<file path="src/design/scpa_pkg.sv">
// shared types, constants and class lookup for the size class pool allocator
package scpa_pkg;

  localparam int NUM_CLASSES     = 28;
  localparam int SLOTS_PER_CLASS = 256;
  localparam int TABLE_CLASSES   = 28;
  localparam int USED_CLASSES    = (NUM_CLASSES < TABLE_CLASSES) ? NUM_CLASSES : TABLE_CLASSES;
  localparam int CLS_W   = (NUM_CLASSES > 1) ? $clog2(NUM_CLASSES) : 1;
  localparam int SLOT_W  = (SLOTS_PER_CLASS > 1) ? $clog2(SLOTS_PER_CLASS) : 1;
  localparam int LINK_W  = SLOT_W + 1;
  localparam int LINK_DEPTH = NUM_CLASSES * SLOTS_PER_CLASS;
  localparam int LINK_AW = $clog2(LINK_DEPTH);
  localparam int QUEUE_DEPTH = 2;
  localparam int IN_W  = 80;
  localparam int OUT_W = 24;

  typedef enum logic [1:0] {
    CMD_ALLOC   = 2'd0,
    CMD_FREE    = 2'd1,
    CMD_REALLOC = 2'd2,
    CMD_NONE    = 2'd3
  } cmd_e;

  typedef enum logic [2:0] {
    ST_POOL      = 3'd0,
    ST_SYSTEM    = 3'd1,
    ST_EXHAUSTED = 3'd2,
    ST_KEPT      = 3'd3,
    ST_IGNORED   = 3'd4
  } status_e;

  typedef struct packed {
    status_e    status;
    logic [4:0] size_class;
    logic [7:0] slot_out;
    logic       old_released;
    logic       old_to_system;
  } res_t;

  // one decoded command as handed from front to back
  typedef struct packed {
    logic              take;
    logic [CLS_W-1:0]  take_cls;
    logic              give;
    logic [CLS_W-1:0]  give_cls;
    logic [SLOT_W-1:0] give_slot;
    logic              sys_if_ok;
    res_t              res;
  } op_t;

  typedef struct packed {
    logic             oversize;
    logic [CLS_W-1:0] idx;
  } cls_t;

  function automatic logic [31:0] class_bytes(input int i);
    logic [31:0] b;
    case (i)
      0:  b = 32'd8;
      1:  b = 32'd16;
      2:  b = 32'd24;
      3:  b = 32'd32;
      4:  b = 32'd48;
      5:  b = 32'd64;
      6:  b = 32'd96;
      7:  b = 32'd128;
      8:  b = 32'd192;
      9:  b = 32'd256;
      10: b = 32'd384;
      11: b = 32'd512;
      12: b = 32'd768;
      13: b = 32'd1024;
      14: b = 32'd2048;
      15: b = 32'd4096;
      16: b = 32'd8192;
      17: b = 32'd16384;
      18: b = 32'd32768;
      19: b = 32'd65536;
      20: b = 32'd131072;
      21: b = 32'd196608;
      22: b = 32'd262144;
      23: b = 32'd393216;
      24: b = 32'd524288;
      25: b = 32'd786432;
      26: b = 32'd1048576;
      default: b = 32'd2097152;
    endcase
    return b;
  endfunction

  // first class at least as large as the request, else oversize
  function automatic cls_t class_of(input logic [31:0] bytes);
    cls_t r;
    r.oversize = 1'b1;
    r.idx      = '0;
    for (int c = USED_CLASSES - 1; c >= 0; c--) begin
      if (class_bytes(c) >= bytes) begin
        r.oversize = 1'b0;
        r.idx      = CLS_W'(c);
      end
    end
    return r;
  endfunction

endpackage

</file>
<file path="src/design/scpa_queue.sv">
// short fifo of decoded commands between front and back
module scpa_queue (
  input  logic          clk_i,
  input  logic          rst_ni,
  input  logic          push_valid_i,
  output logic          push_ready_o,
  input  scpa_pkg::op_t push_data_i,
  output logic          pop_valid_o,
  input  logic          pop_ready_i,
  output scpa_pkg::op_t pop_data_o
);
  import scpa_pkg::*;

  localparam int PW = (QUEUE_DEPTH > 1) ? $clog2(QUEUE_DEPTH) : 1;

  op_t              mem_q [QUEUE_DEPTH];
  logic [PW-1:0]    wr_q, rd_q;
  logic [PW:0]      cnt_q;
  logic             push, pop;

  assign push_ready_o = cnt_q < (PW+1)'(QUEUE_DEPTH);
  assign pop_valid_o  = cnt_q != '0;
  assign pop_data_o   = mem_q[rd_q];
  assign push = push_valid_i && push_ready_o;
  assign pop  = pop_valid_o && pop_ready_i;

  always_ff @(posedge clk_i) begin
    if (push) mem_q[wr_q] <= push_data_i;
  end

  always_ff @(posedge clk_i or negedge rst_ni) begin
    if (!rst_ni) begin
      wr_q <= '0;
      rd_q <= '0;
      cnt_q <= '0;
    end else begin
      if (push) wr_q <= (wr_q == PW'(QUEUE_DEPTH - 1)) ? '0 : wr_q + 1'b1;
      if (pop) rd_q <= (rd_q == PW'(QUEUE_DEPTH - 1)) ? '0 : rd_q + 1'b1;
      cnt_q <= cnt_q + (PW+1)'(push) - (PW+1)'(pop);
    end
  end

endmodule

</file>
<file path="config.mk">
export PLATFORM = sky130hd
export DESIGN_NAME = scpa_queue
export DESIGN_NICKNAME = d
export VERILOG_FILES = /design/src/design/scpa_pkg.sv /design/src/design/scpa_queue.sv
export SDC_FILE = /design/constraint.sdc
export NUM_CORES = 1
export LEC_CHECK = 0
export ABC_CLOCK_PERIOD_IN_PS = 3400
export CAP_MARGIN = 30
export CORE_UTILIZATION = 50
export CTS_CLUSTER_SIZE = 8
export DETAILED_ROUTE_END_ITERATION = 10
export DONT_BUFFER_PORTS = 1
export PLACE_DENSITY = 0.72
export SETUP_SLACK_MARGIN = 0.4
export SLEW_MARGIN = 10
export SYNTH_ARGS = -nofsm -noshare
export SYNTH_HDL_FRONTEND = slang
export SYNTH_SLANG_ARGS = --single-unit
</file>
<file path="constraint.sdc">
create_clock -name clk_i -period 3.4 [get_ports clk_i]
set_input_delay 0.34 -clock clk_i [delete_from_list [all_inputs] [get_ports clk_i]]
set_output_delay 0.34 -clock clk_i [all_outputs]
set_load 0.02 [all_outputs]
</file>
### After elaboration in Yosys (flattened, before gate mapping)

Memory sizes are Yosys's and may differ from the RTL's.
Index checks and enable logic that the tools add are counted.

* add/sub/neg operators: 4
* $lt $le $gt $ge: 1
* multiplexer cells: 4
* reduce and logical (&&, ||, !) cells: 3

Operators with widths (number)
* $mux W1: 4
* $add A1 B1 Y1 const B: 2
* $add A2 B1 Y2: 1
* $logic_and A1 B1 Y1: 2
* $lt A2 B2 Y1 const B: 1
* $reduce_bool A2 Y1: 1
* $sub A2 B1 Y2: 1

* register bits after elaboration: 4
* memory bits (writable): 78
* input port bits: 43
* output and inout bits: 41
* word-level logic and storage cells: 16
* memories: 1

Memories
* mem_q: depth 2, bits a word 39, rd ports 1, clocked after memory_dff 0, wr ports 1, RTL line scpa_queue.sv:16 `op_t mem_q [QUEUE_DEPTH];`

### Logic depth before layout (Yosys ltp)

* depth after elaboration: 4
* depth in mapped cells: 5
* gate-level depth less buffers: 5

### Worst setup path after synthesis

Ideal clock, no wire load.

* kind: register to register
* start: register cnt_q[1]
* end: memory mem_q[0][0] (netlist bit), enable pin
* setup time: 0.435 ns
* arrival: 2.359 ns
* required time: 2.965 ns
* slack: 0.606 ns
* stages on the path, launching flop included: 4
* buffers on the path: 0
* cells stage by stage: dfrtp_1 > inv_1 > nand2_1 > nor2_1

* word-level cells in the longest chain between the ends: 4

Ends and longest elaborated chain
* start: declaration: RTL line scpa_queue.sv:18 `logic [PW:0] cnt_q;`
* start signal: assignment: RTL line scpa_queue.sv:39 `cnt_q <= cnt_q + (PW+1)'(push) - (PW+1)'(pop);`
* $lt A2 B2 Y1: RTL line scpa_queue.sv:21 `assign push_ready_o = cnt_q < (PW+1)'(QUEUE_DEPTH);`
* net push_ready_o: RTL line scpa_queue.sv:6 `output logic push_ready_o,`
* $logic_and A1 B1 Y1: RTL line scpa_queue.sv:24 `assign push = push_valid_i && push_ready_o;`
* $mux W1: RTL line scpa_queue.sv:28 `if (push) mem_q[wr_q] <= push_data_i;`
* $mux W1 (not written as such): RTL line scpa_queue.sv:28
* end: declaration: RTL line scpa_queue.sv:16

The timed path passes the listed nets, and every way through them passes these cells.

==> flow_summary.ini <==
[status]
status = finished, final reports clean

[route]
finalWirelength_um = 4450
routed_via_density = 5.38
drt_iter0_drc = 56
wire_per_inst_um = 19.6
firstDrtPassIters = 4
vias = 1221
drc = 0
ant_nets = 0

[logic_synthesis]
synth.yosys.seq_area_share_pct = 80.7
synth_cell_types = 15
ys_seq_elements = 82
yosys_warnings = 0
syn_area_um2 = 3030
postSynthCellCount = 141
syn_avg_cell_area_um2 = 21.5
synth_nets = 185

[cells_and_area]
fin_util_pct = 57.8
area_growth_pct = 8.35
layout_common_cells = 78 x edfxtp_1, 39 x mux2_2, 11 x clkbuf_8
layout_commonest_cell = edfxtp_1
drive_gt1_share_pct = 38.1
fin_nets = 194
antennaDiodeCount = 0

[clock_tree]
clockBufferDepth = 2
htree_levels = 3
tritoncts = yes
root_buffer = clkbuf_8
cts_sinks = 82
cts.clk_slew.worst_paths_ps = 80
clock_latency_ps = 330
numCtsBuffers = 9
cts_setup_buffers = 0

[floorplanning]
core_um2 = 5680
die_area_um2 = 6370
io_pins = 84
rows = 27
die_h_um = 79.8
initial_utilization_pct = 53.4
dieWidth_um = 79.8

[power_and_ir_drop]
p_seq_share_pct = 52.2
power.density_nw_per_um2 = 877
p_int_mw = 1.93
p_sw_mw = 0.946
switching_share_pct = 32.9
p_leak_nw = 1.07
power_frac_clock_pct = 21.0
ir_drop_uv = 638
p_comb_share_pct = 26.8

[job]
drv_cap = 0

[global_routing]
track_usage_pct = 14.5
grt_pass1_wl_um = 6530
grt_max_degree = 41
grt_pass1_vias = 1264
gr-total-overflow = 0
grt_antenna_before_repair = 0

[worst_hold_path]
hold_path.class = input pin to flop

[critical_path]
worstPathRequired_ps = 3060
cp_slowest_cell = dfrtp_2
critPathBufInv = 0
path_max_fanout = 40
cpPeakStageDelay_ps = 950
crit_type = flop to output port
start_kind = flop
cp_top_family = flip-flops
worstPathArrival_ps = 1770
cp_cell_sequence = mux2_2
crit_path_end_kind = output port

[sta]
fin_skew_ps = 9.15
fin_ws_ps = 1290
setup_tns_ps = 0
finalCritPeriodShare_pct = 62.1
rsz0062_at_grt = no
finalSetupViolCount = 0
fmax_mhz = 473
fin_crit_ps = 2110
maxSlewViolCount = 0
max_slew_margin_pct = 39.4
tightest_slew_ps = 908
finalHoldViolations = 0

[placed_design]
port_buffers = 0
place_ws_ps = 1290
gp_congestion = 0.602
## per-stage QoR
step | total power [mW] | cells | hold slack, ps | cell area, µm²
6_report | 2.88 | 227 | 101 | 3280
5_1_grt | 3.00 | 227 | 80.5 | 3280
4_1_cts | 2.92 | 227 | 82.4 | 3280
3_5_place_dp | 2.31 | 210 | 44.5 | 3090
3_3_place_gp | 2.27 | 210 | 44.5 | 3090
2_1_floorplan | 2.21 | 141 | 44.4 | 3030
## state kept, by name (all words and copies together), names as in the netlist
| register | flops |
|---|---|
| cnt_q | 2 |
| mem_q | 78 |
| wr_q | 1 |
| rd_q | 1 |
## routing by layer
metal	up-vias	global-route usage, %	routed length (µm)
met2	51	24.8	2410
met3	5	5.14	408
li1	566	-	-
met5	-	0	0
met1	599	15.7	1570
met4	0	7.50	56
## layout make-up
| cell class | count | area, µm² |
|---|---|---|
| Sequential cell | 82 | 2440 |
| Fill cell | 419 | 2390 |
| Multi-Input combinational cell | 54 | 546 |
| Clock buffer | 11 | 151 |
| Tap cell | 72 | 90.1 |
| Clock inverter | 5 | 28.8 |
| Timing Repair Buffer | 2 | 17.5 |
| Inverter | 1 | 3.75 |
## Yosys cell counts, drive strengths merged
master | n | area share [%]
edfxtp | 78 | 77
mux2 | 39 | 15
buf | 4 | 1.5
dfrtp | 4 | 3.3
xnor2 | 3 | 0.87
nand2 | 2 | 0.25
nor2 | 2 | 0.25
o21ai | 2 | 0.33
a2bb2oi | 1 | 0.29
and2 | 1 | 0.21
and3 | 1 | 0.21
ha | 1 | 0.41
inv | 1 | 0.12
nor2b | 1 | 0.21
or2 | 1 | 0.21
## power by group through the flow
stage	registers, mW	logic, mW	clock network, mW
2_1_floorplan	1.43	0.787	0
3_3_place_gp	1.51	0.759	0
3_5_place_dp	1.53	0.781	0
4_1_cts	1.51	0.788	0.624
5_1_grt	1.53	0.810	0.654
6_report	1.50	0.772	0.604
## cells by family (layout without fill, tap and decap cells)
kind of cell / after synthesis / after routing / share of synthesized area, %
AO/OA/AOI/OAI: 3 / 3 / 0.620
XOR/XNOR: 3 / 3 / 0.868
adder cells (fa/ha/maj): 1 / 1 / 0.413
buffers and inverters: 5 / 19 / 1.61
flip-flops: 82 / 82 / 80.7
multiplexers: 39 / 39 / 14.5
AND/OR/NAND/NOR: 8 / 8 / 1.32
## path summary, 6_finish.rpt
check / depth (start not counted) / from / slack (ps) / to
min in group asynchronous: 1 / rst_ni / 270 / wr_q
max in group asynchronous: 1 / rst_ni / 2950 / rd_q
min: 0 / push_data_i[23] / 100 / mem_q[0][23]
max: 1 / rd_q / 1290 / pop_data_o[26]
min reg2reg: 1 / cnt_q[0] / 580 / cnt_q[0]
max reg2reg: 4 / cnt_q[1] / 1300 / mem_q[0][29]
## timing repair
item / 4_1_cts / 5_1_grt
gates resized for setup: 0 / 0
hold buffers: 1 / 0
endpoints found under the hold margin: 4 / 0
Note: power is estimated with default switching activity, not from simulation.
