==> config.mk <==
export PLATFORM = sky130hd
export DESIGN_NAME = scpa_front
export DESIGN_NICKNAME = d
export VERILOG_FILES = /design/src/design/scpa_pkg.sv /design/src/design/scpa_front.sv
export SDC_FILE = /design/constraint.sdc
export NUM_CORES = 1
export LEC_CHECK = 0
export ABC_CLOCK_PERIOD_IN_PS = 10900
export BUFFER_PORTS_ARGS = -buffer_cell sky130_fd_sc_hd__buf_4
export CORE_ASPECT_RATIO = 1.4
export CORE_MARGIN = 2
export CORE_UTILIZATION = 46
export DETAILED_ROUTE_END_ITERATION = 10
export PLACE_DENSITY = 0.8
export SLEW_MARGIN = 20
export SYNTH_ARGS = -nofsm -noshare
export SYNTH_HDL_FRONTEND = slang
export SYNTH_SLANG_ARGS = --single-unit
==> constraint.sdc <==
create_clock -name vclk -period 10.9
set_input_delay 2.18 -clock vclk [all_inputs]
set_output_delay 2.18 -clock vclk [all_outputs]
set_load 0.05 [all_outputs]
==> src/design/scpa_pkg.sv <==
// shared types, constants and class lookup for the size class pool allocator
package scpa_pkg;

  localparam int NUM_CLASSES     = 28;
  localparam int SLOTS_PER_CLASS = 256;
  localparam int TABLE_CLASSES   = 28;
  localparam int USED_CLASSES    = (NUM_CLASSES < TABLE_CLASSES) ? NUM_CLASSES : TABLE_CLASSES;
  localparam int CLS_W   = (NUM_CLASSES > 1) ? $clog2(NUM_CLASSES) : 1;
  localparam int SLOT_W  = (SLOTS_PER_CLASS > 1) ? $clog2(SLOTS_PER_CLASS) : 1;
  localparam int LINK_W  = SLOT_W + 1;
  localparam int LINK_DEPTH = NUM_CLASSES * SLOTS_PER_CLASS;
  localparam int LINK_AW = $clog2(LINK_DEPTH);
  localparam int QUEUE_DEPTH = 2;
  localparam int IN_W  = 80;
  localparam int OUT_W = 24;

  typedef enum logic [1:0] {
    CMD_ALLOC   = 2'd0,
    CMD_FREE    = 2'd1,
    CMD_REALLOC = 2'd2,
    CMD_NONE    = 2'd3
  } cmd_e;

  typedef enum logic [2:0] {
    ST_POOL      = 3'd0,
    ST_SYSTEM    = 3'd1,
    ST_EXHAUSTED = 3'd2,
    ST_KEPT      = 3'd3,
    ST_IGNORED   = 3'd4
  } status_e;

  typedef struct packed {
    status_e    status;
    logic [4:0] size_class;
    logic [7:0] slot_out;
    logic       old_released;
    logic       old_to_system;
  } res_t;

  // one decoded command as handed from front to back
  typedef struct packed {
    logic              take;
    logic [CLS_W-1:0]  take_cls;
    logic              give;
    logic [CLS_W-1:0]  give_cls;
    logic [SLOT_W-1:0] give_slot;
    logic              sys_if_ok;
    res_t              res;
  } op_t;

  typedef struct packed {
    logic             oversize;
    logic [CLS_W-1:0] idx;
  } cls_t;

  function automatic logic [31:0] class_bytes(input int i);
    logic [31:0] b;
    case (i)
      0:  b = 32'd8;
      1:  b = 32'd16;
      2:  b = 32'd24;
      3:  b = 32'd32;
      4:  b = 32'd48;
      5:  b = 32'd64;
      6:  b = 32'd96;
      7:  b = 32'd128;
      8:  b = 32'd192;
      9:  b = 32'd256;
      10: b = 32'd384;
      11: b = 32'd512;
      12: b = 32'd768;
      13: b = 32'd1024;
      14: b = 32'd2048;
      15: b = 32'd4096;
      16: b = 32'd8192;
      17: b = 32'd16384;
      18: b = 32'd32768;
      19: b = 32'd65536;
      20: b = 32'd131072;
      21: b = 32'd196608;
      22: b = 32'd262144;
      23: b = 32'd393216;
      24: b = 32'd524288;
      25: b = 32'd786432;
      26: b = 32'd1048576;
      default: b = 32'd2097152;
    endcase
    return b;
  endfunction

  // first class at least as large as the request, else oversize
  function automatic cls_t class_of(input logic [31:0] bytes);
    cls_t r;
    r.oversize = 1'b1;
    r.idx      = '0;
    for (int c = USED_CLASSES - 1; c >= 0; c--) begin
      if (class_bytes(c) >= bytes) begin
        r.oversize = 1'b0;
        r.idx      = CLS_W'(c);
      end
    end
    return r;
  endfunction

endpackage

==> src/design/scpa_front.sv <==
// front end: decodes and classifies one command per beat
module scpa_front (
  input  logic [scpa_pkg::IN_W-1:0] in_data_i,
  output scpa_pkg::op_t             op_o
);
  import scpa_pkg::*;

  logic [1:0]  cmd;
  logic [31:0] size;
  logic [31:0] old_size;
  logic [7:0]  slot;
  logic        is_null;
  logic        slot_ok;
  cls_t        nc;
  cls_t        oc;

  assign cmd      = in_data_i[1:0];
  assign size     = in_data_i[33:2];
  assign old_size = in_data_i[65:34];
  assign slot     = in_data_i[73:66];
  assign is_null  = in_data_i[74];
  assign slot_ok  = 32'(slot) < 32'(SLOTS_PER_CLASS);
  assign nc       = class_of(size);
  assign oc       = class_of(old_size);

  always_comb begin
    op_o           = '0;
    op_o.res.status = ST_IGNORED;
    op_o.give_slot = SLOT_W'(slot);
    case (cmd)
      CMD_ALLOC, CMD_REALLOC: begin
        if (cmd == CMD_ALLOC || is_null) begin
          if (nc.oversize) begin
            op_o.res.status = ST_SYSTEM;
          end else begin
            op_o.take = 1'b1;
            op_o.take_cls = nc.idx;
            op_o.res.status = ST_EXHAUSTED;
            op_o.res.size_class = 5'(nc.idx);
          end
        end else if (oc.oversize && nc.oversize) begin
          op_o.res.status = ST_SYSTEM;
        end else if (oc == nc) begin
          op_o.res.status = ST_KEPT;
          op_o.res.size_class = 5'(oc.idx);
          op_o.res.slot_out = slot;
        end else begin
          if (nc.oversize) begin
            op_o.res.status = ST_SYSTEM;
          end else begin
            op_o.take = 1'b1;
            op_o.take_cls = nc.idx;
            op_o.res.status = ST_EXHAUSTED;
            op_o.res.size_class = 5'(nc.idx);
          end
          if (oc.oversize) begin
            op_o.sys_if_ok = 1'b1;
          end else if (slot_ok) begin
            op_o.give = 1'b1;
            op_o.give_cls = oc.idx;
          end
        end
      end
      CMD_FREE: begin
        if (!is_null) begin
          if (nc.oversize) begin
            op_o.res.status = ST_SYSTEM;
            op_o.res.old_to_system = 1'b1;
          end else if (slot_ok) begin
            op_o.give = 1'b1;
            op_o.give_cls = nc.idx;
            op_o.res.status = ST_POOL;
            op_o.res.size_class = 5'(nc.idx);
          end
        end
      end
      default: ;
    endcase
  end

endmodule

# ---- Word level (Yosys, flattened, before mapping)
# Index checks and enable logic that the tools add are counted.
dict set report word_totals {
  regBits 0
  inputBits 80
  out_inout_bits 39
  wordCells 148
}
dict set report op_classes {
  magnitude_cmp 56
  n_eq_ne 3
  muxes 85
  n_reduce_logical 4
}
# operator n
set op_table {}
lappend op_table {{6-bit two-way mux} 62}
lappend op_table {{10-bit by 32-bit greater-or-equal comparator with 1-bit output, first input constant} 4}
lappend op_table {{18-bit by 32-bit greater-or-equal comparator with 1-bit output, first input constant} 4}
lappend op_table {{19-bit by 32-bit greater-or-equal comparator with 1-bit output, first input constant} 4}
lappend op_table {{20-bit by 32-bit greater-or-equal comparator with 1-bit output, first input constant} 4}
lappend op_table {{5-bit by 32-bit greater-or-equal comparator with 1-bit output, first input constant} 4}
lappend op_table {{6-bit by 32-bit greater-or-equal comparator with 1-bit output, first input constant} 4}
lappend op_table {{7-bit by 32-bit greater-or-equal comparator with 1-bit output, first input constant} 4}
lappend op_table {{8-bit by 32-bit greater-or-equal comparator with 1-bit output, first input constant} 4}
lappend op_table {{9-bit by 32-bit greater-or-equal comparator with 1-bit output, first input constant} 4}
lappend op_table {{11-bit by 32-bit greater-or-equal comparator with 1-bit output, first input constant} 2}
lappend op_table {{12-bit by 32-bit greater-or-equal comparator with 1-bit output, first input constant} 2}
lappend op_table {{13-bit by 32-bit greater-or-equal comparator with 1-bit output, first input constant} 2}
lappend op_table {{14-bit by 32-bit greater-or-equal comparator with 1-bit output, first input constant} 2}
lappend op_table {{15-bit by 32-bit greater-or-equal comparator with 1-bit output, first input constant} 2}
lappend op_table {{16-bit by 32-bit greater-or-equal comparator with 1-bit output, first input constant} 2}
lappend op_table {{17-bit by 32-bit greater-or-equal comparator with 1-bit output, first input constant} 2}
lappend op_table {{21-bit by 32-bit greater-or-equal comparator with 1-bit output, first input constant} 2}
lappend op_table {{22-bit by 32-bit greater-or-equal comparator with 1-bit output, first input constant} 2}
lappend op_table {{4-bit by 32-bit greater-or-equal comparator with 1-bit output, first input constant} 2}
lappend op_table {{8-bit two-way mux} 4}
lappend op_table {{12-bit two-way mux} 2}
lappend op_table {{8-bit one-hot mux with 2 select lines} 1}
lappend op_table {{7-bit two-way mux} 2}
lappend op_table {{12 further kinds} 21}

# ---- Logic depth before layout (Yosys ltp)
dict set report depth {
  word_depth 34
  depth_mapped 12
  ltp_nobuf 10
}

# ---- Worst setup path after synthesis
# OpenSTA, ideal clock, no wires.
dict set report synth_timing {
  path_kind {input -> output}
  startpoint {in in_data_i[28] (netlist bit)}
  endpoint {out op_o[16] (netlist bit)}
  t_arrival_ns 5.900
  setup_slack_ns 2.820
  path_stages 9
  path_buffers 0
  path_cell_list {or4_1 > nor4_1 > nand2_1 > or4_1 > o211ai_2 > xor2_1 > nand3b_2 > o31a_1 > a211oi_1}
}
# item line_no
set synth_lines {}
lappend synth_lines {{start: declaration} scpa_front.sv:3} ;# input logic [scpa_pkg::IN_W-1:0] in_data_i,
lappend synth_lines {{end: declaration} scpa_front.sv:4} ;# output scpa_pkg::op_t op_o

==> metrics.txt <==
# TYPE chip_impl_metric gauge
chip_impl_metric{name="via_count_of_the_first_global_routing_pass",unit=""} 2896
chip_impl_metric{name="mappedNetlistArea",unit="um^2"} 2060
chip_impl_metric{name="slew-limit-headroom",unit="%"} 32.9
chip_impl_info{name="hold_path_end",value="op_o[20]"} 1
chip_impl_metric{name="report.final.hold_viol_count",unit=""} 0
chip_impl_metric{name="period_needed",unit="ps"} 8310
chip_impl_metric{name="antenna_left",unit=""} 0
chip_impl_metric{name="drt_pass1_iterations",unit=""} 4
chip_impl_metric{name="final_min_period_over_clock_period",unit="%"} 76.2
chip_impl_metric{name="post_route_cells_drive_above_1_share",unit="%"} 31.3
chip_impl_metric{name="post-dp-hpwl",unit="mm"} 6.27
chip_impl_metric{name="place.port_buffers",unit=""} 113
chip_impl_metric{name="seq_power_share",unit="%"} 0
chip_impl_metric{name="fraction_of_the_yosys_area_taken_by_sequential_cells",unit="%"} 0
chip_impl_metric{name="num-clock-buffers",unit=""} 0
chip_impl_info{name="critical-path-top-cell-by-count",value="buf_4"} 1
chip_impl_metric{name="flops_and_latches",unit=""} 0
chip_impl_metric{name="cts_hold_buffers",unit=""} 0
chip_impl_metric{name="core-area",unit="um^2"} 4270
chip_impl_metric{name="place.gp.congestion",unit=""} 1.02
chip_impl_metric{name="track_usage",unit="%"} 29.3
chip_impl_info{name="cp-start-kind",value="input port"} 1
chip_impl_metric{name="power.switching",unit="W"} 0.0000385
chip_impl_metric{name="fmaxAchievable",unit="MHz"} 120
chip_impl_metric{name="worst-slew-pin-transition",unit="ps"} 997
chip_impl_metric{name="starting_utilization_of_the_core_area",unit="%"} 48.2
chip_impl_metric{name="placed_cells_incl_taps",unit=""} 478
chip_impl_metric{name="wl_met1",unit="mm"} 2.75
chip_impl_metric{name="maxSlewViolCount",unit=""} 0
chip_impl_metric{name="postSynthNetCount",unit=""} 410
chip_impl_info{name="criticalPathCategory",value="in -> out"} 1
chip_impl_metric{name="power.static_leakage",unit="nW"} 1.15
chip_impl_info{name="critical_path.slowest_cell",value="o41ai_1"} 1
chip_impl_metric{name="drt-wirelength-per-cell",unit="um"} 16.0
chip_impl_info{name="min_path_type",value="in -> out"} 1
chip_impl_metric{name="die_h",unit="um"} 83.2
chip_impl_metric{name="top_level_ports",unit=""} 119
chip_impl_metric{name="post_cts_buffers",unit=""} 0
chip_impl_metric{name="antenna_found_initial",unit=""} 0
chip_impl_metric{name="route.vias.total",unit=""} 3015
chip_impl_metric{name="switching_share",unit="%"} 55.6
chip_impl_metric{name="postCtsResizedCells",unit=""} 0
chip_impl_metric{name="layout.cells.non_filler",unit=""} 478
chip_impl_info{name="mostFrequentLayoutCells",value="114 x buf_4, 30 x nor2_1, 25 x nand2_1"} 1
chip_impl_metric{name="hold_depth",unit=""} 2
chip_impl_info{name="worstHoldStart",value="in_data_i[67]"} 1
chip_impl_metric{name="std_cell_rows",unit=""} 28
chip_impl_metric{name="worst_hold_slack",unit="ps"} 4620
chip_impl_metric{name="finalWirelength",unit="mm"} 7.65
chip_impl_metric{name="number_of_standard_cells_after_synthesis",unit=""} 329
chip_impl_metric{name="timing.critical_path.slowest_cell_delay",unit="ps"} 730
chip_impl_metric{name="met2_length",unit="mm"} 4.28
chip_impl_metric{name="postLayoutCoreUtil",unit="%"} 67.0
chip_impl_metric{name="critical_path_buf_inv_count",unit=""} 3
chip_impl_info{name="worstSetupEndpointType",value="output port"} 1
chip_impl_metric{name="synth.avg_cell_area",unit="um^2"} 6.26
chip_impl_metric{name="setup-tns-final",unit="ps"} 0
chip_impl_metric{name="power_density",unit="nW/um^2"} 24.2
chip_impl_metric{name="detail_route.iter0.violations",unit=""} 208
chip_impl_info{name="topRoutingLayerUsed",value="met4"} 1
chip_impl_metric{name="die_width",unit="um"} 60.6
chip_impl_metric{name="arrival",unit="ps"} 6130
chip_impl_metric{name="drv_cap",unit=""} 0
chip_impl_metric{name="area_growth_syn_to_layout",unit="%"} 38.9
chip_impl_metric{name="peakVddDrop",unit="V"} 0.0000209
chip_impl_metric{name="via_per_inst",unit=""} 6.31
chip_impl_metric{name="worst-path-max-fanout",unit=""} 10
chip_impl_metric{name="ys_warn_count",unit=""} 0
chip_impl_metric{name="required_worst_endpoint",unit="ps"} 8720
chip_impl_info{name="leading_cell_type_in_the_layout_fill_and_taps_excluded",value="buf_4"} 1
chip_impl_metric{name="grt_remaining_overflow",unit=""} 0
chip_impl_metric{name="dieArea",unit="um^2"} 5040
chip_impl_metric{name="diodes",unit=""} 0
chip_impl_metric{name="final_nets",unit=""} 501
chip_impl_metric{name="route.met3.wl",unit="um"} 385
chip_impl_info{name="critical_path.cell_chain",value="buf_4, nor4_1, nand4_2, o41ai_1, and2_1, inv_1, ha_1, nor3_1, nand2_1, o21bai_1, o22ai_1, buf_4"} 1
chip_impl_info{name="result_of_the_run",value="finished clean"} 1
chip_impl_metric{name="first_pass_grt_wire_length",unit="mm"} 12.3
chip_impl_metric{name="grt_max_degree",unit=""} 18
chip_impl_metric{name="p_clk_share",unit="%"} 0
chip_impl_metric{name="setup-violations-final",unit=""} 0
chip_impl_info{name="crit_family",value="simple AND/OR/NAND/NOR gates"} 1
chip_impl_info{name="setup_repair_after_global_routing_missed_its_margin",value="no"} 1
chip_impl_metric{name="cell_internal_pwr",unit="W"} 0.0000308
chip_impl_metric{name="ff_latch_area",unit="um^2"} 0
chip_impl_metric{name="power.share.combinational",unit="%"} 100.0
chip_impl_metric{name="number_of_remaining_drc_errors",unit=""} 0
chip_impl_metric{name="netlist-cell-type-count",unit=""} 69
## worst max path at each step
stage | from | to | depth (start not counted)
2_1_floorplan | in_data_i[28] | op_o[16] | 9
3_3_place_gp | in_data_i[2] | op_o[29] | 12
3_5_place_dp | in_data_i[36] | op_o[29] | 12
4_1_cts | in_data_i[36] | op_o[29] | 12
5_1_grt | in_data_i[2] | op_o[29] | 12
6_report | in_data_i[36] | op_o[29] | 12
## synth_stat cells, drive strengths merged (10+ instances only)
cell	number	area, um^2
or4	12	90.1
nand2	25	93.8
buf	10	72.6
clkbuf	15	56.3
nor3	14	86.3
a21oi	12	60.1
nor2	30	113
inv	12	45.0
nor4	18	119
o21ai	20	100
nand3	13	65.1
and3	10	62.6
## kinds of logic after synthesis
family / Yosys count / synth area share [%]
XOR/XNOR: 6 / 2.55
adder cells (fa/ha/maj): 1 / 0.607
other: 1 / 0.182
buffers and inverters: 37 / 8.44
AND/OR/NAND/NOR: 171 / 47.5
multiplexers: 4 / 2.00
AO/OA/AOI/OAI: 109 / 38.7
## cell type report
cell class,instances,area [um^2]
Fill cell,440,1410
Multi-Input combinational cell,292,1890
Inverter,12,45.0
Tap cell,60,75.1
Timing Repair Buffer,114,856
## power groups by stage
stage | logic, W | registers [W] | clock network, W
final | 0.0000693 | 0 | 0
after global routing | 0.0000747 | 0 | 0
after CTS | 0.0000683 | 0 | 0
after detailed placement | 0.0000681 | 0 | 0
after global placement | 0.0000673 | 0 | 0
after floorplan | 0.0000350 | 0 | 0
## metal layers
metal | vias up | track usage [%]
met1 | 1367 | 30.4
met3 | 23 | 1.87
met4 | 0 | 12.5
li1 | 1492 | -
met2 | 133 | 56.0
met5 | - | 0
## through the flow
stage | area, um^2 | setup slack [ps] | power [W]
2_1_floorplan | 2060 | 2820 | 0.0000350
3_3_place_gp | 2860 | 2700 | 0.0000673
3_5_place_dp | 2860 | 2710 | 0.0000681
4_1_cts | 2860 | 2690 | 0.0000683
5_1_grt | 2860 | 2190 | 0.0000747
6_report | 2860 | 2590 | 0.0000693
Note: power is estimated with default switching activity, not from simulation.
